[config.mk]
export PLATFORM = sky130hd
export DESIGN_NAME = ir_modulated_uart_packet_tx
export DESIGN_NICKNAME = d
export VERILOG_FILES = /design/src/hdl/irmtx_pkg.sv /design/src/hdl/irmtx_store.sv /design/src/hdl/ir_modulated_uart_packet_tx.sv
export SDC_FILE = /design/constraint.sdc
export NUM_CORES = 1
export LEC_CHECK = 0
export BUFFER_PORTS_ARGS = -buffer_cell sky130_fd_sc_hd__buf_2
export CAP_MARGIN = 20
export CORE_MARGIN = 1
export CORE_UTILIZATION = 56
export CTS_CLUSTER_SIZE = 24
export DETAILED_ROUTE_END_ITERATION = 10
export HOLD_SLACK_MARGIN = 0.1
export PLACE_DENSITY = 0.73
export RECOVER_POWER = 100
export REMOVE_ABC_BUFFERS = 1
export SKIP_LAST_GASP = 1
export SYNTH_ARGS = -nofsm -noshare
export SYNTH_HDL_FRONTEND = slang
export SYNTH_HIERARCHICAL = 1
export SYNTH_SLANG_ARGS = --single-unit
[constraint.sdc]
create_clock -name aclk -period 3.57 [get_ports aclk]
set_input_delay 0 -clock aclk [delete_from_list [all_inputs] [get_ports aclk]]
set_output_delay 0 -clock aclk [all_outputs]
set_load 0.005 [all_outputs]
[src/hdl/irmtx_pkg.sv]
// Shared types and constants for the infrared UART packet transmitter.
`timescale 1ns / 1ps

package irmtx_pkg;

    typedef enum logic [1:0] {
        OP_TICK  = 2'd0,
        OP_LOAD  = 2'd1,
        OP_START = 2'd2
    } opcode_t;

    typedef enum logic [3:0] {
        PH_IDLE  = 4'd0,
        PH_START = 4'd1,
        PH_DATA0 = 4'd3,
        PH_DATA1 = 4'd4,
        PH_DATA2 = 4'd5,
        PH_DATA3 = 4'd6,
        PH_DATA4 = 4'd7,
        PH_DATA5 = 4'd8,
        PH_DATA6 = 4'd9,
        PH_DATA7 = 4'd10,
        PH_STOP  = 4'd11
    } phase_t;

    localparam int unsigned OPCODE_W      = 2;
    localparam int unsigned INDEX_W       = 6;
    localparam int unsigned BYTE_W        = 8;
    localparam int unsigned LENGTH_W      = 7;
    localparam int unsigned COMPARE_W     = 16;
    localparam logic [COMPARE_W-1:0] CARRIER_COMPARE_RESET = 16'd631;
    localparam logic [COMPARE_W-1:0] LINE_IDLE_COMPARE     = 16'd0;

endpackage

[src/hdl/irmtx_store.sv]
// Packet byte store with one write port and one registered read port.
`timescale 1ns / 1ps

module irmtx_store #(
    parameter int unsigned DEPTH  = 64,
    parameter int unsigned ADDR_W = 6
) (
    input  logic                         aclk,
    input  logic                         wr_en,
    input  logic [ADDR_W-1:0]            wr_addr,
    input  logic [irmtx_pkg::BYTE_W-1:0] wr_data,
    input  logic                         rd_en,
    input  logic [ADDR_W-1:0]            rd_addr,
    output logic [irmtx_pkg::BYTE_W-1:0] rd_data
);
    import irmtx_pkg::*;

    logic [BYTE_W-1:0] mem [DEPTH];
    logic [BYTE_W-1:0] rd_data_reg;

    always_ff @(posedge aclk) begin
        if (wr_en) begin
            mem[wr_addr] <= wr_data;
        end
    end

    always_ff @(posedge aclk) begin
        if (rd_en) begin
            rd_data_reg <= mem[rd_addr];
        end
    end

    assign rd_data = rd_data_reg;

endmodule

[src/hdl/ir_modulated_uart_packet_tx.sv]
// Top level of the infrared-modulated 8N1 UART packet transmitter.
`timescale 1ns / 1ps

// Each transaction carries one command: a bit tick, a byte load into the packet store, or a
// packet start with a length. Every command yields exactly one result transaction with the
// PWM compare value now driven, the busy flag, a reject flag and a done flag. The block takes
// one command per cycle while results are taken: a command sits in an input register, is
// executed into the result register, and a second command can wait in the input register
// while a result is not yet taken. Loads and starts are refused while a packet is being sent.
// The carrier compare value is written through cfg_wr_en and cfg_wr_data and should only
// change while the block is idle.
module ir_modulated_uart_packet_tx #(
    parameter int unsigned BUFFER_DEPTH = 64
) (
    input  logic                            aclk,
    input  logic                            aresetn,
    input  logic                            cfg_wr_en,
    input  logic [irmtx_pkg::COMPARE_W-1:0] cfg_wr_data,
    input  logic                            s_valid,
    output logic                            s_ready,
    input  logic [irmtx_pkg::OPCODE_W-1:0]  s_opcode,
    input  logic [irmtx_pkg::INDEX_W-1:0]   s_byte_index,
    input  logic [irmtx_pkg::BYTE_W-1:0]    s_byte_value,
    input  logic [irmtx_pkg::LENGTH_W-1:0]  s_packet_length,
    output logic                            m_valid,
    input  logic                            m_ready,
    output logic [irmtx_pkg::COMPARE_W-1:0] m_drive_compare,
    output logic                            m_busy_res,
    output logic                            m_rejected,
    output logic                            m_packet_done
);
    import irmtx_pkg::*;

    localparam int unsigned ADDR_W = (BUFFER_DEPTH > 1) ? $clog2(BUFFER_DEPTH) : 1;
    localparam int unsigned DEPTH_CW = $clog2(BUFFER_DEPTH + 1);
    localparam int unsigned CMP_W = (DEPTH_CW > LENGTH_W) ? DEPTH_CW : LENGTH_W;
    localparam logic [CMP_W-1:0] DEPTH_C = CMP_W'(BUFFER_DEPTH);

    logic                 in_valid_reg;
    logic [OPCODE_W-1:0]  in_opcode_reg;
    logic [INDEX_W-1:0]   in_index_reg;
    logic [BYTE_W-1:0]    in_value_reg;
    logic [LENGTH_W-1:0]  in_length_reg;

    logic                 out_valid_reg;
    logic [COMPARE_W-1:0] out_drive_reg;
    logic                 out_busy_reg;
    logic                 out_rejected_reg;
    logic                 out_done_reg;

    phase_t               bit_phase_reg, bit_phase_next;
    logic [CMP_W-1:0]     send_pointer_reg, send_pointer_next;
    logic [CMP_W-1:0]     send_length_reg, send_length_next;
    logic [COMPARE_W-1:0] drive_level_reg, drive_level_next;
    logic [COMPARE_W-1:0] carrier_compare_reg;

    logic                 advance;
    logic                 busy;
    logic                 length_ok;
    logic                 index_ok;
    logic [3:0]           data_offset;
    logic [BYTE_W-1:0]    shift_byte;
    logic                 fetch;
    logic [ADDR_W-1:0]    fetch_addr;
    logic                 store_we;
    logic [ADDR_W-1:0]    store_addr;
    logic [CMP_W-1:0]     index_ext;
    logic                 rejected;
    logic                 done;

    assign advance = in_valid_reg && (!out_valid_reg || m_ready);
    assign s_ready = !in_valid_reg || advance;

    always_ff @(posedge aclk) begin
        if (!aresetn) begin
            in_valid_reg <= 1'b0;
        end else if (s_ready) begin
            in_valid_reg <= s_valid;
        end
    end

    always_ff @(posedge aclk) begin
        if (s_valid && s_ready) begin
            in_opcode_reg <= s_opcode;
            in_index_reg  <= s_byte_index;
            in_value_reg  <= s_byte_value;
            in_length_reg <= s_packet_length;
        end
    end

    always_ff @(posedge aclk) begin
        if (!aresetn) begin
            carrier_compare_reg <= CARRIER_COMPARE_RESET;
        end else if (cfg_wr_en) begin
            carrier_compare_reg <= cfg_wr_data;
        end
    end

    assign busy        = (bit_phase_reg != PH_IDLE);
    assign index_ext   = CMP_W'(in_index_reg);
    assign length_ok   = (in_length_reg != '0) && (CMP_W'(in_length_reg) <= DEPTH_C);
    assign index_ok    = (index_ext < DEPTH_C);
    assign data_offset = bit_phase_reg - 4'(PH_DATA0);
    assign store_addr  = index_ext[ADDR_W-1:0];

    // Next state of the bit sequencer.
    always_comb begin
        bit_phase_next    = bit_phase_reg;
        send_pointer_next = send_pointer_reg;
        send_length_next  = send_length_reg;
        drive_level_next  = drive_level_reg;
        fetch             = 1'b0;
        fetch_addr        = send_pointer_reg[ADDR_W-1:0];
        case (opcode_t'(in_opcode_reg))
            OP_START: begin
                if (!busy && length_ok) begin
                    drive_level_next  = LINE_IDLE_COMPARE;
                    send_length_next  = CMP_W'(in_length_reg);
                    send_pointer_next = CMP_W'(1);
                    fetch             = 1'b1;
                    fetch_addr        = '0;
                    bit_phase_next    = PH_START;
                end
            end
            OP_TICK: begin
                case (bit_phase_reg)
                    PH_IDLE: begin
                        bit_phase_next = PH_IDLE;
                    end
                    PH_START: begin
                        drive_level_next = carrier_compare_reg;
                        bit_phase_next   = PH_DATA0;
                    end
                    PH_DATA0, PH_DATA1, PH_DATA2, PH_DATA3,
                    PH_DATA4, PH_DATA5, PH_DATA6, PH_DATA7: begin
                        drive_level_next = shift_byte[data_offset[2:0]] ?
                                           LINE_IDLE_COMPARE : carrier_compare_reg;
                        bit_phase_next   = phase_t'(bit_phase_reg + 4'd1);
                    end
                    PH_STOP: begin
                        drive_level_next = LINE_IDLE_COMPARE;
                        if (send_pointer_reg >= send_length_reg) begin
                            bit_phase_next = PH_IDLE;
                        end else begin
                            fetch             = 1'b1;
                            send_pointer_next = send_pointer_reg + CMP_W'(1);
                            bit_phase_next    = PH_START;
                        end
                    end
                    default: begin
                        bit_phase_next = PH_IDLE;
                    end
                endcase
            end
            default: begin
                bit_phase_next = bit_phase_reg;
            end
        endcase
    end

    // Per-transaction flags and store write.
    always_comb begin
        rejected = 1'b0;
        done     = 1'b0;
        store_we = 1'b0;
        case (opcode_t'(in_opcode_reg))
            OP_LOAD: begin
                if (busy || !index_ok) begin
                    rejected = 1'b1;
                end else begin
                    store_we = advance;
                end
            end
            OP_START: begin
                rejected = busy || !length_ok;
            end
            OP_TICK: begin
                done = (bit_phase_reg == PH_STOP) && (send_pointer_reg >= send_length_reg);
            end
            default: begin
                rejected = 1'b0;
            end
        endcase
    end

    always_ff @(posedge aclk) begin
        if (!aresetn) begin
            bit_phase_reg    <= PH_IDLE;
            send_pointer_reg <= '0;
            send_length_reg  <= '0;
            drive_level_reg  <= LINE_IDLE_COMPARE;
        end else if (advance) begin
            bit_phase_reg    <= bit_phase_next;
            send_pointer_reg <= send_pointer_next;
            send_length_reg  <= send_length_next;
            drive_level_reg  <= drive_level_next;
        end
    end

    irmtx_store #(
        .DEPTH  (BUFFER_DEPTH),
        .ADDR_W (ADDR_W)
    ) u_store (
        .aclk    (aclk),
        .wr_en   (store_we),
        .wr_addr (store_addr),
        .wr_data (in_value_reg),
        .rd_en   (advance && fetch),
        .rd_addr (fetch_addr),
        .rd_data (shift_byte)
    );

    always_ff @(posedge aclk) begin
        if (!aresetn) begin
            out_valid_reg <= 1'b0;
        end else if (advance) begin
            out_valid_reg <= 1'b1;
        end else if (m_ready) begin
            out_valid_reg <= 1'b0;
        end
    end

    always_ff @(posedge aclk) begin
        if (advance) begin
            out_drive_reg    <= drive_level_next;
            out_busy_reg     <= (bit_phase_next != PH_IDLE);
            out_rejected_reg <= rejected;
            out_done_reg     <= done;
        end
    end

    assign m_valid         = out_valid_reg;
    assign m_drive_compare = out_drive_reg;
    assign m_busy_res      = out_busy_reg;
    assign m_rejected      = out_rejected_reg;
    assign m_packet_done   = out_done_reg;

`ifndef NO_ASSERTIONS
    a_done_means_idle: assert property (@(posedge aclk) disable iff (!aresetn)
        (out_valid_reg && out_done_reg) |-> !out_busy_reg)
        else $error("Packet done reported while still busy.");

    a_done_not_rejected: assert property (@(posedge aclk) disable iff (!aresetn)
        out_valid_reg |-> !(out_done_reg && out_rejected_reg))
        else $error("A transaction was both rejected and done.");

    a_pointer_in_range: assert property (@(posedge aclk) disable iff (!aresetn)
        busy |-> (send_length_reg != '0) && (send_pointer_reg <= send_length_reg)
                 && (send_length_reg <= DEPTH_C))
        else $error("Send pointer or length out of range while busy.");

    a_fetch_starts_byte: assert property (@(posedge aclk) disable iff (!aresetn)
        (advance && fetch) |=> (bit_phase_reg == PH_START))
        else $error("Byte fetch not followed by a pending start bit.");

    a_no_load_while_busy: assert property (@(posedge aclk) disable iff (!aresetn)
        store_we |-> !busy)
        else $error("Store written while a packet is being sent.");
`endif

endmodule
==> impl_metrics.tcl, run 1 <==
set metrics [dict create \
    status "complete, but fails checks" \
    violations "max-capacitance violations, max-slew violations" \
    start_kind "flop" \
    initial_utilization_pct 57.4 \
    cp_slowest_cell "or4_4" \
    clockBufferDepth 3 \
    antenna_left 0 \
    synthFlopType "edfxtp_1" \
    core_area_um2 42400 \
    pre_cts_ws_ps -163 \
    wl_met3_um 4940 \
    synthCells 1286 \
    setup_violations 0 \
    drive_above_1_share_pct 24.3 \
    h-tree-depth 2 \
    regMostFlops "u_store/mem" \
    crit_arrival_ps 3910 \
    cts_root_buffer "clkbuf_16" \
    dieArea_um2 44300 \
    route.detailed.drc 0 \
    largest_register_ffs 512 \
    areaGrowthSynthToFinish_pct 20.9 \
    rr_worst_depth 10 \
    wirelength_um 59100 \
    hold_viol 0 \
    rrSetupSlack_ps 10 \
    slew_headroom_pct -93.3 \
    dr_wl_met2_um 29200 \
    grt_setup_unrepaired "true" \
    power_density_nw_per_um2 516 \
    clk_pin_slew_ps 60 \
    leakagePower_nw 9.41 \
    num_vias 13900 \
    min_delay_path_depth 2 \
    final_cell_area_um2 29400 \
    synth_warnings 6 \
    cp-end-kind "flop" \
    dp_hpwl_um 33800 \
    dr.pass1.iters 7 \
    die_w_um 210 \
    antenna_found_initial 0 \
    r2r_start "in_length_reg[1]" \
    cap_violations 3 \
    layout_common_cells "562 x edfxtp_1, 128 x mux4_2, 109 x clkbuf_1" \
    cp.required_ps 3930 \
    grt_max_degree 65 \
    cts_buffers 61 \
    io_buffers 64 \
    ir_drop_v 0.000485 \
    cp_max_fo 13 \
    grt_first_pass_wirelength_um 86700 \
    final_common_cell "edfxtp_1" \
    ys_seq_elements 614 \
    rows 75 \
    final_nets 1672 \
    die_y_um 210 \
    clock-sinks 614 \
    timing.final.crit_share_pct 99.6 \
    grt_overflow 0 \
    clock_skew_ps 19.5 \
    final_max_slew_viol_count 195 \
    min_from "s_byte_value[3]" \
    wl_per_cell_um 26.3 \
    fin_ws_ps 13.1 \
    whs_ps 142 \
    worst_pin_slew_ps 2900 \
    top_layer "met4" \
    finalCriticalPeriod_ps 3560 \
    stdcell_count 2242 \
    synth-edff-count 562 \
    yosysSeqAreaShare_pct 73.6 \
    worstPathCellList "or4_4, buf_6, o31ai_4, a21oi_4, buf_12, buf_16, mux4_2, mux4_2, o21ai_1, o41ai_1" \
    clock_latency_ps 630 \
    antenna_cells 0 \
    critical_path_class "flop to flop" \
    crit_path_max_incr_delay_ps 580 \
    finalPower_w 0.0152 \
    syn_area_um2 24300 \
    grt_usage_pct 26.7 \
    synth_cell_types 60 \
    drt_iter0_drc 1594 \
    async_reset_ff_share_pct 0 \
    via_per_inst 6.20 \
    cp_common_cell "mux4_2" \
    min_path_type "primary input to flop" \
    cts_tree "done" \
    min_to "in_value_reg[3]" \
    gp_congestion 0.871 \
    grt_pass1_vias 13900 \
    drt-met1-wl_um 22600 \
    ioPinCount 65 \
    postPlaceCellArea_um2 26200 \
    fmax_mhz 281 \
    synth.avg_cell_area_um2 18.9 \
    placed_cells 2006 \
    worstReg2RegEnd "u_store/rd_data[5]" \
]
cells by family (layout without fill, tap and decap cells):
logic type	after synthesis	count (layout)	synth area share, %
AO/OA/AOI/OAI	141	141	4.42
multiplexers	188	188	14.4
adder cells (fa/ha/maj)	15	15	0.771
buffers and inverters	85	462	1.87
flip-flops	614	614	73.6
AND/OR/NAND/NOR	243	245	4.91
how the worst max path moves through the flow:
stage               slack (ps)            endpoint  depth (start not counted)        startpoint
detailed placement        -160  u_store/rd_data[0]                          8  in_length_reg[0]
global placement          -140  u_store/rd_data[2]                          8  in_length_reg[0]
CTS                        -90  u_store/rd_data[0]                          8  in_length_reg[0]
floorplan               -10430  u_store/rd_data[4]                          8  in_length_reg[0]
global route               -30  u_store/rd_data[0]                         10  in_length_reg[1]
finish                      10  u_store/rd_data[5]                         10  in_length_reg[1]
worst max-delay path: cells and delay by family, from the launching register on:
kind | cells | cell delay (ps)
multiplexers | 2 | 970
buffers and inverters | 3 | 490
AND/OR/NAND/NOR | 1 | 580
flip-flops | 1 | 430
AO/OA/AOI/OAI | 4 | 820
per-layer routing:
metal  global-route usage (%)  vias up
met5                        0        -
met4                     10.1        0
met3                     4.31      162
met2                     43.8      694
met1                     36.4     7163
li1                         -     5884
through the flow:
step / setup TNS [ps] / utilization [%]
after CTS: -87.5 / 69.2
after global routing: -152 / 69.4
after floorplan: -82810 / -
after detailed placement: -512 / 61.8
after global placement: -323 / 61.8
final: 0 / 69.4
where the power goes:
group          leakage, nW  internal, W  switching (W)  total (W)
clock                 1.02      0.00402        0.00272    0.00674
sequential            5.50      0.00789      0.0000423    0.00794
combinational         2.89     0.000233       0.000278   0.000510
cells in the mapped netlist (5+ instances only):
| library cell | number | area [um2] |
|---|---|---|
| mux4_2 | 128 | 2880 |
| nand3_1 | 19 | 95.1 |
| mux2_2 | 14 | 158 |
| buf_2 | 13 | 65.1 |
| ha_1 | 15 | 188 |
| o21ai_1 | 11 | 55.1 |
| inv_1 | 15 | 56.3 |
| and2_1 | 11 | 68.8 |
| a22o_1 | 32 | 280 |
| a211oi_1 | 6 | 45.0 |
| nand2_1 | 38 | 143 |
| o31ai_1 | 5 | 37.5 |
| a221oi_1 | 6 | 52.6 |
| buf_4 | 13 | 97.6 |
| a21oi_1 | 15 | 75.1 |
| mux2i_1 | 46 | 460 |
| nor2b_1 | 39 | 244 |
| o21a_1 | 7 | 52.6 |
| dfxtp_1 | 52 | 1040 |
| nand2b_1 | 12 | 75.1 |
| nor3_1 | 8 | 40.0 |
| o22ai_1 | 9 | 56.3 |
| clkbuf_1 | 32 | 120 |
| edfxtp_1 | 562 | 16900 |
| o221ai_1 | 8 | 70.1 |
| nor2_1 | 89 | 334 |
| buf_6 | 5 | 56.3 |
| o21ai_0 | 5 | 25.0 |
repair_timing:
action | CTS | global route
endpoints found under the hold margin | 61 | 0
hold buffers | 98 | 0
pin swaps | 0 | 10
setup endpoints to repair | 7 | 8
setup buffers | 0 | 16
resized for setup | 3 | 33
gates cloned | 1 | 6
layout make-up:
class | instances | area, um2
well taps | 577 | 722
multi-input cells | 589 | 6140
fillers | 2667 | 13000
repair buffers | 331 | 2450
clock inverters | 44 | 526
inverters | 16 | 60.1
clock buffers | 71 | 1610
flip-flops and latches | 614 | 17900
(Power assumes the default switching activity.)
==> run 2: changes to the inputs <==
Settings changed: PLACE_DENSITY 0.73 to default, PLACE_DENSITY_LB_ADDON from default to 0.2.
==> run 2 against run 1 <==
Net effect:
- the flow still finishes with violations (max-capacitance violations, max-slew violations)
- core utilization decreased by 0.056 points
- sequential cell count unchanged
- fmax increased by 0.64%
- largest cell class unchanged
- worst setup slack improved by 23 ps
- die area unchanged
- worst hold slack got worse by 0.94 ps
- routed wire length decreased by 7.5%
- non-clock buffer count decreased by 28
- highest routed layer unchanged
- global-route usage decreased by 1.7 points
- total power decreased by 1.0%
- clock skew about the same
==> impl_metrics.tcl, run 2 (synthesis results as in run 1) <==
set metrics [dict create \
    status "complete, but fails checks" \
    violations "max-capacitance violations, max-slew violations" \
    p_comb_share_pct 3.3 \
    drive_above_1_share_pct 27.2 \
    path_delay_family "compound AO/OA/AOI/OAI gates" \
    grt_setup_unrepaired "true" \
    cp_max_fo 8 \
    postPlaceCellArea_um2 26000 \
    die_y_um 210 \
    layout_common_cells "562 x edfxtp_1, 128 x mux4_2, 120 x buf_4" \
    worst-path-buf-inv 2 \
    p_int_w 0.0121 \
    p_clk_share_pct 43.9 \
    final_common_cell "edfxtp_1" \
    io_buffers 64 \
    route.detailed.drc 0 \
    clk_pin_slew_ps 60 \
    clock_latency_ps 610 \
    wl_per_cell_um 24.8 \
    stdcell_count 2207 \
    rrSetupSlack_ps 40 \
    power_density_nw_per_um2 512 \
    ir_drop_v 0.000512 \
    timing.final.crit_share_pct 99.0 \
    cap_violations 6 \
    worst_pin_slew_ps 2910 \
    core_area_um2 42400 \
    cp-end-kind "flop" \
    clockBufferDepth 3 \
    power_frac_seq_pct 52.8 \
    regMostFlops "u_store/mem" \
    crit_arrival_ps 3870 \
    antenna_found_initial 0 \
    areaGrowthSynthToFinish_pct 20.8 \
    grt_overflow 0 \
    clock-sinks 614 \
    setup_violations 0 \
    antenna_left 0 \
    final_max_slew_viol_count 289 \
    slew_headroom_pct -93.9 \
    clock_skew_ps 19.8 \
    final_cell_area_um2 29400 \
    initial_utilization_pct 57.4 \
    p_sw_share_pct 19.3 \
    grt_pass1_vias 13300 \
    h-tree-depth 2 \
    finalCriticalPeriod_ps 3530 \
    cp.required_ps 3910 \
    dieArea_um2 44300 \
    wirelength_um 54600 \
    dr.pass1.iters 5 \
    p_sw_w 0.00291 \
    rows 75 \
    num_vias 13200 \
    n_fill_cell 2678 \
    cts_root_buffer "clkbuf_16" \
    gp_congestion 0.868 \
    dp_hpwl_um 33000 \
    final_nets 1640 \
    min_path_type "primary input to flop" \
    start_kind "flop" \
    via_per_inst 5.97 \
    hold_viol 0 \
    ioPinCount 65 \
    crit_path_max_incr_delay_ps 570 \
    placed_cells 1982 \
    drt_iter0_drc 1226 \
    leakagePower_nw 9.55 \
    die_w_um 210 \
    grt_first_pass_wirelength_um 81700 \
    fmax_mhz 283 \
    cp_slowest_cell "or4_4" \
    critical_path_class "flop to flop" \
    grt_usage_pct 25.0 \
    cts_tree "done" \
    antenna_cells 0 \
    grt_max_degree 65 \
    cts_buffers 59 \
    largest_register_ffs 512 \
    worstPathCellList "or4_4, o211a_4, a21oi_4, buf_12, buf_16, mux4_2, mux2_2, o311ai_1, nand2_1" \
]
==> run 2: cell types whose count changed in the layout (fill, tap and decap cells not counted), moves of 5 or more <==
cell           before  now
buf_2              49   43
clkinv_1           11    5
clkbuf_1          109   42
buf_4              56  120
clkbuf_2           10    3
clkbuf_8            0    9
dlygate4sd3_1      98   93
==> run 2: layout make-up <==
type                    instances  area [um2]  area share, %
clock inverters                25         360           1.23
inverters                      16        60.1          0.204
flip-flops and latches        614       17900           61.0
multi-input cells             587        6080           20.7
clock buffers                  85        1730           5.88
repair buffers                303        2530           8.60
well taps                     577         722           2.46
==> run 2: path summary, 6_finish.rpt <==
| check | cells past startpoint | endpoint | from |
|---|---|---|---|
| worst max-delay path | 9 | u_store/rd_data[7] | in_length_reg[3] |
| worst min-delay path | 2 | in_value_reg[3] | s_byte_value[3] |
| worst max register to register | 9 | u_store/rd_data[7] | in_length_reg[3] |
| worst min register to register | 1 | drive_level_reg[10] | drive_level_reg[10] |
==> run 2: power by group through the flow <==
stage | Combinational [W] | Clock [W] | Sequential, W
floorplan | 0.000207 | 0 | 0.00811
global placement | 0.000374 | 0 | 0.00808
detailed placement | 0.000383 | 0 | 0.00808
CTS | 0.000470 | 0.00670 | 0.00793
global route | 0.000531 | 0.00697 | 0.00794
finish | 0.000495 | 0.00660 | 0.00794
==> run 2: metrics by stage <==
stage	setup TNS, ps	utilization (%)	hold WS (ps)	setup WS (ps)	power (W)
after detailed placement	-132	61.4	179	-84.4	0.00846
after global placement	-5.47	61.4	176	-5.47	0.00845
after global routing	-75.9	69.3	117	-27.2	0.0154
after CTS	0	68.5	101	17.1	0.0151
after floorplan	-82810	-	61.9	-10430	0.00832
final	0	69.3	141	35.7	0.0150
==> run 2: repair_timing <==
action,CTS,global route
cloned,0,5
pin swaps,0,4
hold buffers,93,0
gates resized for setup,4,23
setup buffers,0,17
endpoints found under the setup margin,3,8
endpoints found under the hold margin,77,0
==> run 2: metal layers <==
layer  vias to the layer above  wire length (um)  share of wire [%]  GRT usage [%]
met1                      6789             22500                 41           35.4
met5                         -                 0                  0              0
li1                       5814                 -                  -              -
met4                         0              1150                2.1           7.02
met2                       483             27300                 50           41.0
met3                        85              3620                6.6           3.56
